==> src/tcw_pkg.sv <==
// Shared types and constants of the text console writer.
// Used by the channel interfaces, the controller, the datapath and the checker.
// Depends on nothing.
package tcw_pkg;

    // Payload field widths.
    localparam int TYPE_W   = 2;
    localparam int CHAR_W   = 8;
    localparam int COLOR_W  = 8;
    localparam int LINE_W   = 5;
    localparam int COLUMN_W = 7;
    localparam int CELL_W   = CHAR_W + COLOR_W;

    // Width of the read address product: line times column count plus column.
    localparam int RD_PROD_W = LINE_W + COLUMN_W + 2;

    // Request codes.
    localparam logic [TYPE_W-1:0] REQ_PUT   = 2'd0;
    localparam logic [TYPE_W-1:0] REQ_CLEAR = 2'd1;
    localparam logic [TYPE_W-1:0] REQ_READ  = 2'd2;

    // Character codes with special meaning.
    localparam logic [CHAR_W-1:0] CHAR_NUL     = 8'd0;
    localparam logic [CHAR_W-1:0] CHAR_NEWLINE = 8'd10;

    // Commands from the controller to the datapath.
    typedef struct packed {
        logic in_rdy;       // request channel may transfer
        logic decode;       // act on the held request
        logic read_cap;     // capture read data of a cell read
        logic sweep_start;  // restart the sweep counter
        logic copy_step;    // scroll: move one cell up one row
        logic zero_step;    // clear one cell
        logic out_load;     // load the response register
    } cmd_t;

    // Status from the datapath to the controller.
    typedef struct packed {
        logic in_valid;     // a request is offered
        logic is_clear;     // held request is a clear
        logic is_read;      // held request is a cell read
        logic need_scroll;  // held put moves down from the last row
        logic copy_last;    // sweep is at the last cell of the copy
        logic sweep_last;   // sweep is at the last cell of the store
        logic out_busy;     // response register is full and stalled
    } status_t;

endpackage

==> src/tcw_controller.sv <==
// Sequencing state machine of the text console writer.
// Depends on tcw_pkg; drives the datapath through tcw_pkg::cmd_t.
module tcw_controller
(
    input  logic              clk,
    input  logic              rst_n,
    input  tcw_pkg::status_t  st,
    output tcw_pkg::cmd_t     cmd
);

    localparam logic [2:0] S_BOOT       = 3'd0;
    localparam logic [2:0] S_IDLE       = 3'd1;
    localparam logic [2:0] S_DECODE     = 3'd2;
    localparam logic [2:0] S_READ       = 3'd3;
    localparam logic [2:0] S_SCROLL     = 3'd4;
    localparam logic [2:0] S_SCROLL_CLR = 3'd5;
    localparam logic [2:0] S_CLEAR      = 3'd6;
    localparam logic [2:0] S_RESULT     = 3'd7;

    logic [2:0] state_reg;
    logic [2:0] state_next;

    always_ff @(posedge clk or negedge rst_n)
    begin
        if (!rst_n)
        begin
            state_reg <= S_BOOT;
        end
        else
        begin
            state_reg <= state_next;
        end
    end

    always_comb
    begin
        state_next = state_reg;
        cmd        = '0;
        case (state_reg)
            S_BOOT:
            begin
                cmd.zero_step = 1'b1;
                if (st.sweep_last)
                begin
                    state_next = S_IDLE;
                end
            end
            S_IDLE:
            begin
                cmd.in_rdy = 1'b1;
                if (st.in_valid)
                begin
                    state_next = S_DECODE;
                end
            end
            S_DECODE:
            begin
                cmd.decode      = 1'b1;
                cmd.sweep_start = 1'b1;
                if (st.is_clear)
                begin
                    state_next = S_CLEAR;
                end
                else if (st.is_read)
                begin
                    state_next = S_READ;
                end
                else if (st.need_scroll)
                begin
                    state_next = S_SCROLL;
                end
                else
                begin
                    state_next = S_RESULT;
                end
            end
            S_READ:
            begin
                cmd.read_cap = 1'b1;
                state_next   = S_RESULT;
            end
            S_SCROLL:
            begin
                cmd.copy_step = 1'b1;
                if (st.copy_last)
                begin
                    state_next = S_SCROLL_CLR;
                end
            end
            S_SCROLL_CLR, S_CLEAR:
            begin
                cmd.zero_step = 1'b1;
                if (st.sweep_last)
                begin
                    state_next = S_RESULT;
                end
            end
            S_RESULT:
            begin
                if (!st.out_busy)
                begin
                    cmd.out_load = 1'b1;
                    state_next   = S_IDLE;
                end
            end
            default:
            begin
                state_next = S_BOOT;
            end
        endcase
    end

endmodule

==> config.mk <==
export PLATFORM = sky130hd
export DESIGN_NAME = tcw_controller
export DESIGN_NICKNAME = d
export VERILOG_FILES = /design/src/tcw_pkg.sv /design/src/tcw_controller.sv
export SDC_FILE = /design/constraint.sdc
export NUM_CORES = 1
export LEC_CHECK = 0
export BUFFER_PORTS_ARGS = -buffer_cell sky130_fd_sc_hd__buf_4
export CAP_MARGIN = 20
export CORE_AREA = 2 2 39 41
export DETAILED_ROUTE_END_ITERATION = 8
export DIE_AREA = 0 0 41 43
export SYNTH_ARGS = -nofsm -noshare
export SYNTH_HDL_FRONTEND = slang
export SYNTH_SLANG_ARGS = --single-unit
export TNS_END_PERCENT = 30
==> constraint.sdc <==
create_clock -name clk -period 1.4 [get_ports clk]
set_input_delay 0.14 -clock clk [delete_from_list [all_inputs] [get_ports clk]]
set_output_delay 0.14 -clock clk [all_outputs]
set_load 0.02 [all_outputs]
### Word-level counts from Yosys, hierarchy flattened

Cells that the tools add are included.

* register bits: 3
* input port bits: 9

* muxes and demuxes: 16
* reductions and logical operators: 4
* equal/unequal tests: 12

Operator list (count)
* 3-bit 2-to-1 mux: 7
* 3-bit one-hot mux with 7 select lines: 1
* 3-bit equality test (second input constant): 4
* 2-bit inequality test (second input constant): 5
* 1-bit 2-to-1 mux: 7
* 3-bit by 2-bit equality test with 1-bit output (second input constant): 2
* 5-bit AND reduction: 1
* 3-bit by 1-bit equality test with 1-bit output (second input constant): 1
* 3-bit zero test: 1
* 3-bit OR reduction: 1
* 2-bit 2-to-1 mux: 1
* 2-bit OR reduction: 1

### Logic depth before layout (Yosys ltp)

Gate-level depths: netlist of the first run.

* word-level depth: 4
* depth in mapped cells: 4
* gate-level depth less buffers: 3

### Worst setup path before layout of the first run

OpenSTA, ideal clock, no wires.

* kind: register to output
* from: register state_reg[0]
* to: output port cmd[5] (netlist bit)
* cell stages (with the launch flop): 4
* arrival: 1324 ps
* path slack: -64 ps
* cells stage by stage: dfrtp_1 -> buf_2 -> nor3_1 -> buf_4

RTL lines
* start, declared: line tcw_controller.sv:20 `logic [2:0] state_reg;`
* start signal, assigned: line tcw_controller.sv:31 `state_reg <= state_next;`
* end, declared: line tcw_controller.sv:8 `output tcw_pkg::cmd_t cmd`

==> impl_metrics.json, run 1 <==
{
  "run_status": "completed",
  "power-per-cell-area_nw_per_um2": 2250,
  "yosys-top-cells-area": "sky130_fd_sc_hd__dfrtp_1 (26%), sky130_fd_sc_hd__buf_6 (7.7%), sky130_fd_sc_hd__a21oi_1 (6.8%)",
  "required_ns": 1.26,
  "grt_pass1_vias": 282,
  "ys_ff_latch": 3,
  "detail_route.drc_violations": 0,
  "cell_area_after_synthesis_um2": 294,
  "number_of_flip_flops_under_the_largest_register_name": 3,
  "synth_enable_flop_cells": 0,
  "cts-root-buf": "sky130_fd_sc_hd__clkbuf_4",
  "wl_um": 812,
  "final_antenna_net_count": 0,
  "maximum_number_of_pins_on_one_net_before_global_route_repair": 14,
  "syn_area_per_cell_um2": 8.40,
  "rr_startpoint": "state_reg[1]$_DFFE_PN0P_",
  "finalSetupViolCount": 0,
  "clk_pin_slew_worst_paths_ns": 0.04,
  "cp-end-kind": "output port",
  "grt_use_met2_pct": 11.3,
  "synthDominantAreaCellType": "sky130_fd_sc_hd__dfrtp_1",
  "register_area_um2": 77.6,
  "cpMostUsedCell": "sky130_fd_sc_hd__buf_4",
  "cts_tree": "built",
  "nets": 65,
  "yosys-top-cells-count": "sky130_fd_sc_hd__a21oi_1 (4), sky130_fd_sc_hd__nor2_1 (4), sky130_fd_sc_hd__dfrtp_1 (3), sky130_fd_sc_hd__nor3_1 (3)",
  "io_buffer_count": 15,
  "global_route.usage.met1_pct": 12.4,
  "die_w_um": 41,
  "cp_slowest_stage_delay_ns": 0.44,
  "number_of_buffers_added_by_the_clock_tree_synthesis_step": 3,
  "crit_path_max_fanout": 6,
  "cts_buffer_depth": 2,
  "rr_worst_depth": 4,
  "synth-seq-area-share_pct": 25.5,
  "leakage_nw": 0.229,
  "async_flop_share_pct": 100,
  "io-pin-count": 16,
  "grt_antenna_before_repair": 0,
  "maxSlewViolCount": 0,
  "htree_num_levels": 1,
  "yosys.area.top_type_share_pct": 25.5,
  "grt-busiest-layer": "met1",
  "detail_route.first_pass.iterations": 4,
  "fill_cells": 146,
  "synthesized_instance_count": 35,
  "yosysWarnings": 0,
  "globalRouteOverflowTotal": 0,
  "layout_worst_path_cycle_share_pct": 97.4,
  "area_of_the_die_um2": 1760,
  "cts_num_sinks": 3,
  "setup_total_negative_slack_ns": 0,
  "irDropWorstVdd_mv": 0.689,
  "antenna_cells_inserted": 0,
  "cp.buffers_inverters": 2,
  "grt_use_met3_pct": 3.14,
  "num_rows": 14,
  "timing.final.crit_period_ns": 1.36,
  "grt_pass1_wl_um": 1080,
  "critPathTopFamily": "flip-flops",
  "worst_path_max_delay_cell": "sky130_fd_sc_hd__dfrtp_2",
  "finalClockSkew_ns": 0.00240,
  "gp_routability_congestion": 0.671,
  "fin_total_pwr_mw": 1.09,
  "synth_fp_nets": 44,
  "core_area_um2": 1380,
  "fin_util_pct": 35.0,
  "synth_ff_type": "sky130_fd_sc_hd__dfrtp_1",
  "regToRegSetupSlack_ns": 0.24,
  "first_iter_violations": 8,
  "initial_core_util_pct": 21.2,
  "layout-drive-gt1-share_pct": 52.7,
  "max-cap-violations": 0,
  "die_y_um": 43,
  "path_cells": "buf_4 -> nor3_4 -> buf_4",
  "clk_latency_ns": 0.23,
  "avgViaCountPerCell": 4.52,
  "slew-limit-headroom_pct": 77.5,
  "tightestPinTransition_ns": 0.335,
  "worst_hold_path_type": "in2async",
  "path_class": "reg2out",
  "fmaxAchievable_mhz": 733,
  "drt-wirelength-per-cell_um": 11.4,
  "multi_input_combinational_cell_area_um2": 188,
  "worst_ep_arrival_time_ns": 1.22,
  "detailroute.via_count": 321,
  "rr_endpoint": "state_reg[1]$_DFFE_PN0P_",
  "global_route.usage.total_pct": 9.58,
  "worstSetupStartpointType": "flop",
  "timing.hold.ws_ns": 0.234,
  "finalHoldViolations": 0,
  "post_synthesis_cell_type_count": 22,
  "flow.area_growth_from_synthesis_pct": 64.7,
  "post_detailed_placement_half_perimeter_wirelength_um": 539
}
==> power breakdown <==
group          switching, mW  internal, mW  total, mW
Sequential            0.0659         0.136      0.201
Clock                 0.0429         0.107      0.150
Combinational          0.388         0.351      0.740
==> layer usage <==
metal / routed length, um / share of wire [%]
met5: 0 / 0
met4: 0 / 0
met3: 32 / 3.9
met2: 437 / 54
met1: 343 / 42
==> how the worst max path moves through the flow <==
stage                                         from                       end  slack [ns]  cells after the start
final                     state_reg[2]$_DFFE_PN0P_                    cmd[5]        0.04                      3
after detailed placement  state_reg[1]$_DFFE_PN0P_                    cmd[0]        0.15                      3
after global routing      state_reg[1]$_DFFE_PN0P_                    cmd[0]       -0.03                      3
after floorplan           state_reg[2]$_DFFE_PN0P_  state_reg[2]$_DFFE_PN0P_        0.12                      4
after global placement    state_reg[1]$_DFFE_PN0P_                    cmd[0]        0.19                      3
after CTS                 state_reg[1]$_DFFE_PN0P_                    cmd[0]       0.003                      3
==> layout make-up <==
class                      instances  share of cell area, %
sequential                         3                   16.0
tap                               16                   4.13
inverter                           3                   3.36
clock buffer                       4                   5.43
multi-input combinational         25                   38.8
timing repair buffer              20                   32.3
==> timing repair <==
| action | 4_1_cts | 5_1_grt |
|---|---|---|
| setup endpoints to repair | 1 | 4 |
| setup buffers | 0 | 2 |
| hold buffers | 1 | 0 |
| resized for setup | 2 | 3 |
| endpoints found under the hold margin | 3 | 0 |
| pin swaps | 0 | 2 |
==> metrics by stage <==
stage	instance area (um2)	std cells	worst slack [ns]
2_1_floorplan	299	35	0.125
4_1_cts	450	69	0.00290
3_5_place_dp	412	64	0.154
3_3_place_gp	412	64	0.187
6_report	484	71	0.0361
5_1_grt	484	71	-0.0259
==> cell families (layout without fill, tap and decap cells) <==
group	count (synthesis)	after routing	share of synthesized area [%]
AND/OR/NAND/NOR	15	15	30.6
AO/OA/AOI/OAI	9	9	23.4
buffers and inverters	7	27	17.4
flip-flops	3	3	25.5
XOR/XNOR	1	1	2.98
==> layout by cell type, fill, tap and decap left out, types with 2 or more instances in the layout <==
| cell | Yosys | final |
|---|---|---|
| sky130_fd_sc_hd__buf_4 | 1 | 18 |
| sky130_fd_sc_hd__nor2_1 | 4 | 4 |
| sky130_fd_sc_hd__a21oi_1 | 4 | 4 |
| sky130_fd_sc_hd__clkbuf_4 | 0 | 3 |
| sky130_fd_sc_hd__inv_4 | 2 | 2 |
| sky130_fd_sc_hd__and3_1 | 2 | 2 |
| sky130_fd_sc_hd__nor3_1 | 3 | 2 |
| sky130_fd_sc_hd__dfrtp_2 | 0 | 2 |
Power figures use the tool's default switching activity.
==> inputs of run 2 (changes only) <==
--- a/config.mk
+++ b/config.mk
@@ -10,6 +10,7 @@
 export CORE_AREA = 2 2 39 41
 export DETAILED_ROUTE_END_ITERATION = 8
 export DIE_AREA = 0 0 41 43
+export PLACE_DENSITY = 0.5
 export SYNTH_ARGS = -nofsm -noshare
 export SYNTH_HDL_FRONTEND = slang
 export SYNTH_SLANG_ARGS = --single-unit
==> run 2 against run 1 <==
  * Final cell count did not move
  * Global-route usage down 0.34 points
  * Final area is 0.26% higher
  * Worst hold slack improved by 0.0035 ns
  * Largest cell class unchanged
  * Highest routed layer unchanged
==> impl_metrics.json, run 2 (synthesized netlist as in run 1, its figures left out) <==
{
  "run_status": "completed",
  "cp_slowest_stage_delay_ns": 0.41,
  "max-cap-violations": 0,
  "worstSetupStartpointType": "flop",
  "number_of_buffers_added_by_the_clock_tree_synthesis_step": 3,
  "tightestPinTransition_ns": 0.316,
  "antenna_cells_inserted": 0,
  "avgViaCountPerCell": 4.38,
  "finalSetupViolCount": 0,
  "nets": 65,
  "global_route.usage.total_pct": 9.24,
  "io_buffer_count": 15,
  "detail_route.first_pass.iterations": 2,
  "flow.area_growth_from_synthesis_pct": 65.1,
  "globalRouteOverflowTotal": 0,
  "crit_path_max_fanout": 8,
  "maxSlewViolCount": 0,
  "power-per-cell-area_nw_per_um2": 2210,
  "setup_total_negative_slack_ns": 0,
  "critPathTopFamily": "flip-flops",
  "worst_ep_arrival_time_ns": 1.18,
  "die_y_um": 43,
  "htree_num_levels": 1,
  "fin_total_pwr_mw": 1.07,
  "rr_worst_depth": 3,
  "die_w_um": 41,
  "path_class": "reg2out",
  "rsz0062_at_grt": "false",
  "cts_tree": "built",
  "fill_cells": 153,
  "cp-end-kind": "output port",
  "cts_buffer_depth": 2,
  "path_depth": 3,
  "grt_use_met3_pct": 4.71,
  "wl_um": 688,
  "fmaxAchievable_mhz": 756,
  "clk_pin_slew_worst_paths_ns": 0.03,
  "io-pin-count": 16,
  "grt_antenna_before_repair": 0,
  "slew-limit-headroom_pct": 78.7,
  "drt-wirelength-per-cell_um": 9.69,
  "number_of_flip_flops_under_the_largest_register_name": 3,
  "core_area_um2": 1380,
  "clk_latency_ns": 0.23,
  "leakage_nw": 0.228,
  "grt_use_met2_pct": 12.2,
  "num_rows": 14,
  "grt-busiest-layer": "met2",
  "first_iter_violations": 2,
  "initial_core_util_pct": 21.2,
  "worst_hold_path_type": "in2async",
  "grt_pass1_wl_um": 1070,
  "cts-root-buf": "sky130_fd_sc_hd__clkbuf_4",
  "gp_routability_congestion": 0.704,
  "cp.buffers_inverters": 2,
  "final_antenna_net_count": 0,
  "required_ns": 1.26,
  "finalClockSkew_ns": 0.000584,
  "maximum_number_of_pins_on_one_net_before_global_route_repair": 11,
  "grt_pass1_vias": 276,
  "fin_util_pct": 35.1,
  "global_route.usage.met1_pct": 11.3,
  "timing.final.crit_period_ns": 1.32,
  "irDropWorstVdd_mv": 0.474,
  "detailroute.via_count": 311,
  "mostFrequentLayoutCells": "sky130_fd_sc_hd__buf_4 (18), sky130_fd_sc_hd__nor2_1 (4), sky130_fd_sc_hd__a21oi_1 (4)",
  "layout.cells.most_common": "sky130_fd_sc_hd__buf_4",
  "worst_path_max_delay_cell": "sky130_fd_sc_hd__dfrtp_2",
  "area_of_the_die_um2": 1760,
  "layout-drive-gt1-share_pct": 54.5,
  "path_cells": "buf_6 -> nor4b_4 -> buf_4",
  "post_detailed_placement_half_perimeter_wirelength_um": 519,
  "layout_worst_path_cycle_share_pct": 94.5,
  "detail_route.drc_violations": 0,
  "finalHoldViolations": 0,
  "cts_num_sinks": 3
}
run 2: worst reg2reg max path: stages, from the launching register on:
cell and delay, ns:
sky130_fd_sc_hd__dfrtp_2 0.44, sky130_fd_sc_hd__or3b_1 0.38, sky130_fd_sc_hd__a21oi_1 0.18, sky130_fd_sc_hd__a311oi_2 0.05
run 2: timing repair:
item | CTS | global route
pin swaps | 0 | 1
hold buffers | 1 | 0
buffers inserted | 0 | 2
endpoints found under the setup margin | 1 | 3
hold endpoints to repair | 3 | 0
gates resized for setup | 2 | 4
run 2: metal layers:
metal  routed length [um]  share of wire, %
met1                  319                46
met2                  330                48
met3                   38               5.5
met4                    0                 0
met5                    0                 0
run 2: power breakdown:
group	leakage (nW)	switching, mW	total [mW]	internal, mW
Combinational	0.184	0.351	0.700	0.348
Sequential	0.0294	0.0901	0.229	0.138
Clock	0.0150	0.0393	0.146	0.106
Total	0.228	0.481	1.07	0.593
run 2: cell type report:
class                   instances  area (um2)  share of cell area [%]
clock buffers                   4        26.3                    5.41
flip-flops and latches          3        78.8                    16.2
inverters                       3        16.3                    3.35
multi-input cells              25         188                    38.7
repair buffers                 20         156                    32.2
well taps                      16        20.0                    4.12
run 2: path summary, 6_finish.rpt:
check | startpoint | to | slack (ns)
setup / recovery | state_reg[0]$_DFFE_PN0P_ | cmd[0] | 0.08
hold / removal | rst_n | state_reg[1]$_DFFE_PN0P_ | 0.24
setup reg to reg | state_reg[0]$_DFFE_PN0P_ | state_reg[0]$_DFFE_PN0P_ | 0.22
hold reg to reg | state_reg[2]$_DFFE_PN0P_ | state_reg[2]$_DFFE_PN0P_ | 0.65
max in group asynchronous | rst_n | state_reg[0]$_DFFE_PN0P_ | 1.06
min in group clk | st[5] | state_reg[0]$_DFFE_PN0P_ | 0.25
run 2: per-stage QoR:
step	hold WS (ns)	cells	cell area, um2	setup slack, ns
after floorplan	-0.156	35	299	0.125
after global placement	-0.0705	64	412	0.177
after detailed placement	-0.0709	64	412	0.151
after CTS	0.234	69	450	0.00483
after global routing	0.255	71	485	0.00654
final	0.237	71	485	0.0772
==> inputs of run 3 (changes only) <==
--- a/config.mk
+++ b/config.mk
@@ -11,6 +11,7 @@
 export DETAILED_ROUTE_END_ITERATION = 8
 export DIE_AREA = 0 0 41 43
 export PLACE_DENSITY = 0.5
+export RECOVER_POWER = 100
 export SYNTH_ARGS = -nofsm -noshare
 export SYNTH_HDL_FRONTEND = slang
 export SYNTH_SLANG_ARGS = --single-unit
==> run 3 against run 2 <==
  * Core utilization is 0.63 points lower
  * Routed wire length fell by 0.58%
  * Maximum frequency about the same
  * Sequential cell count stayed put
  * Clock-buffer cell count did not move
  * First-iteration DRC count grew to 2.5 times the previous value
  * Final cell count unchanged
  * Clock skew stayed put
  * Die area unchanged
  * Via count increased by 0.32%
  * Combinational power down 3.9%
  * Critical path type unchanged
  * Critical endpoint unchanged
  * Highest routed layer unchanged
==> impl_metrics.json, run 3 (synthesized netlist as in run 1, its figures left out) <==
{
  "setup_total_negative_slack_ns": 0,
  "path_class": "reg2out",
  "cts_num_sinks": 3,
  "core_area_um2": 1380,
  "wl_um": 684,
  "critPathTopFamily": "flip-flops",
  "worst_ep_arrival_time_ns": 1.18,
  "detail_route.first_pass.iterations": 2,
  "tightestPinTransition_ns": 0.316,
  "layout.cells.most_common": "sky130_fd_sc_hd__buf_4",
  "layout-drive-gt1-share_pct": 52.7,
  "antenna_cells_inserted": 0,
  "cts_buffer_depth": 2,
  "nets": 65,
  "irDropWorstVdd_mv": 0.473,
  "initial_core_util_pct": 21.2,
  "global_route.usage.total_pct": 9.24,
  "gp_routability_congestion": 0.704,
  "area_of_the_die_um2": 1760,
  "grt_pass1_wl_um": 1070,
  "required_ns": 1.26,
  "leakage_nw": 0.223,
  "number_of_buffers_added_by_the_clock_tree_synthesis_step": 3,
  "number_of_flip_flops_under_the_largest_register_name": 3,
  "io-pin-count": 16,
  "drt-wirelength-per-cell_um": 9.63,
  "cp.buffers_inverters": 2,
  "grt_pass1_vias": 276,
  "finalHoldViolations": 0,
  "maximum_number_of_pins_on_one_net_before_global_route_repair": 11,
  "rsz0062_at_grt": "false",
  "detail_route.drc_violations": 0,
  "avgViaCountPerCell": 4.39,
  "post_detailed_placement_half_perimeter_wirelength_um": 519,
  "cts_tree": "built",
  "run_status": "completed",
  "first_iter_violations": 5,
  "num_rows": 14,
  "cts-root-buf": "sky130_fd_sc_hd__clkbuf_4",
  "register_area_um2": 78.8,
  "slew-limit-headroom_pct": 78.7,
  "crit_path_max_fanout": 8,
  "flow.area_growth_from_synthesis_pct": 62.1,
  "globalRouteOverflowTotal": 0,
  "layout_worst_path_cycle_share_pct": 94.5,
  "finalClockSkew_ns": 0.000584,
  "worst_hold_path_type": "in2async",
  "timing.final.crit_period_ns": 1.32,
  "final_antenna_net_count": 0,
  "path_cells": "buf_6 -> nor4b_4 -> buf_4",
  "worstSetupStartpointType": "flop",
  "multi_input_combinational_cell_area_um2": 188,
  "clk_pin_slew_worst_paths_ns": 0.03,
  "mostFrequentLayoutCells": "sky130_fd_sc_hd__buf_4 (14), sky130_fd_sc_hd__nor2_1 (4), sky130_fd_sc_hd__a21oi_1 (4), sky130_fd_sc_hd__clkbuf_4 (4), sky130_fd_sc_hd__dfrtp_2 (3)",
  "htree_num_levels": 1,
  "fmaxAchievable_mhz": 756,
  "max-cap-violations": 0,
  "worst_path_max_delay_cell": "sky130_fd_sc_hd__dfrtp_2",
  "maxSlewViolCount": 0,
  "finalSetupViolCount": 0,
  "fin_total_pwr_mw": 1.05,
  "die_y_um": 43,
  "cp_slowest_stage_delay_ns": 0.41,
  "power-per-cell-area_nw_per_um2": 2200,
  "cp-end-kind": "output port",
  "fill_cells": 155,
  "die_w_um": 41,
  "io_buffer_count": 15,
  "clk_latency_ns": 0.23,
  "grt_antenna_before_repair": 0,
  "detailroute.via_count": 312
}
==> run 3: area by class of cell <==
class / instances / share of cell area [%]
clock buffers: 4 / 5.51
repair buffers: 20 / 31.0
inverters: 3 / 3.41
flip-flops and latches: 3 / 16.5
well taps: 16 / 4.20
multi-input cells: 25 / 39.4
==> run 3: worst paths after layout <==
kind                       cells past startpoint  slack (ns)                  endpoint                     start
max                                            3        0.08                    cmd[0]  state_reg[0]$_DFFE_PN0P_
min                                            2        0.24  state_reg[1]$_DFFE_PN0P_                     rst_n
max reg2reg                                    3        0.22  state_reg[0]$_DFFE_PN0P_  state_reg[0]$_DFFE_PN0P_
min reg2reg                                    2        0.65  state_reg[2]$_DFFE_PN0P_  state_reg[2]$_DFFE_PN0P_
max in group asynchronous                      2        1.00  state_reg[0]$_DFFE_PN0P_                     rst_n
min in group clk                               3        0.25  state_reg[0]$_DFFE_PN0P_                     st[5]
==> run 3: layer usage <==
| layer | share of wire [%] | GRT usage [%] |
|---|---|---|
| met5 | 0 | 0 |
| met4 | 0 | 6.00 |
| met3 | 5.6 | 4.71 |
| met2 | 48 | 12.2 |
| met1 | 46 | 11.3 |
==> run 3: through the flow <==
stage               area (um2)  util [%]  hold WS (ns)  std cells  setup slack [ns]
floorplan                  299         -        -0.156         35             0.125
global placement           412      29.7       -0.0705         64             0.177
detailed placement         412      29.7       -0.0709         64             0.151
CTS                        450      32.5         0.234         69           0.00483
global route               477      34.4         0.262         71           0.00654
finish                     477      34.4         0.242         71            0.0767
==> run 3: repair_timing <==
| action | CTS | global route |
|---|---|---|
| pin swaps | 0 | 1 |
| hold buffers | 1 | 0 |
| hold endpoints to repair | 3 | 0 |
| resized for setup | 2 | 4 |
| setup buffers | 0 | 2 |
| endpoints found under the setup margin | 1 | 3 |
==> run 3: where the power goes <==
part / leakage, nW / total [mW] / switching [mW] / internal (mW)
Combinational: 0.179 / 0.673 / 0.350 / 0.323
Clock: 0.0150 / 0.146 / 0.0393 / 0.106
Sequential: 0.0294 / 0.228 / 0.0897 / 0.138
Total: 0.223 / 1.05 / 0.479 / 0.568
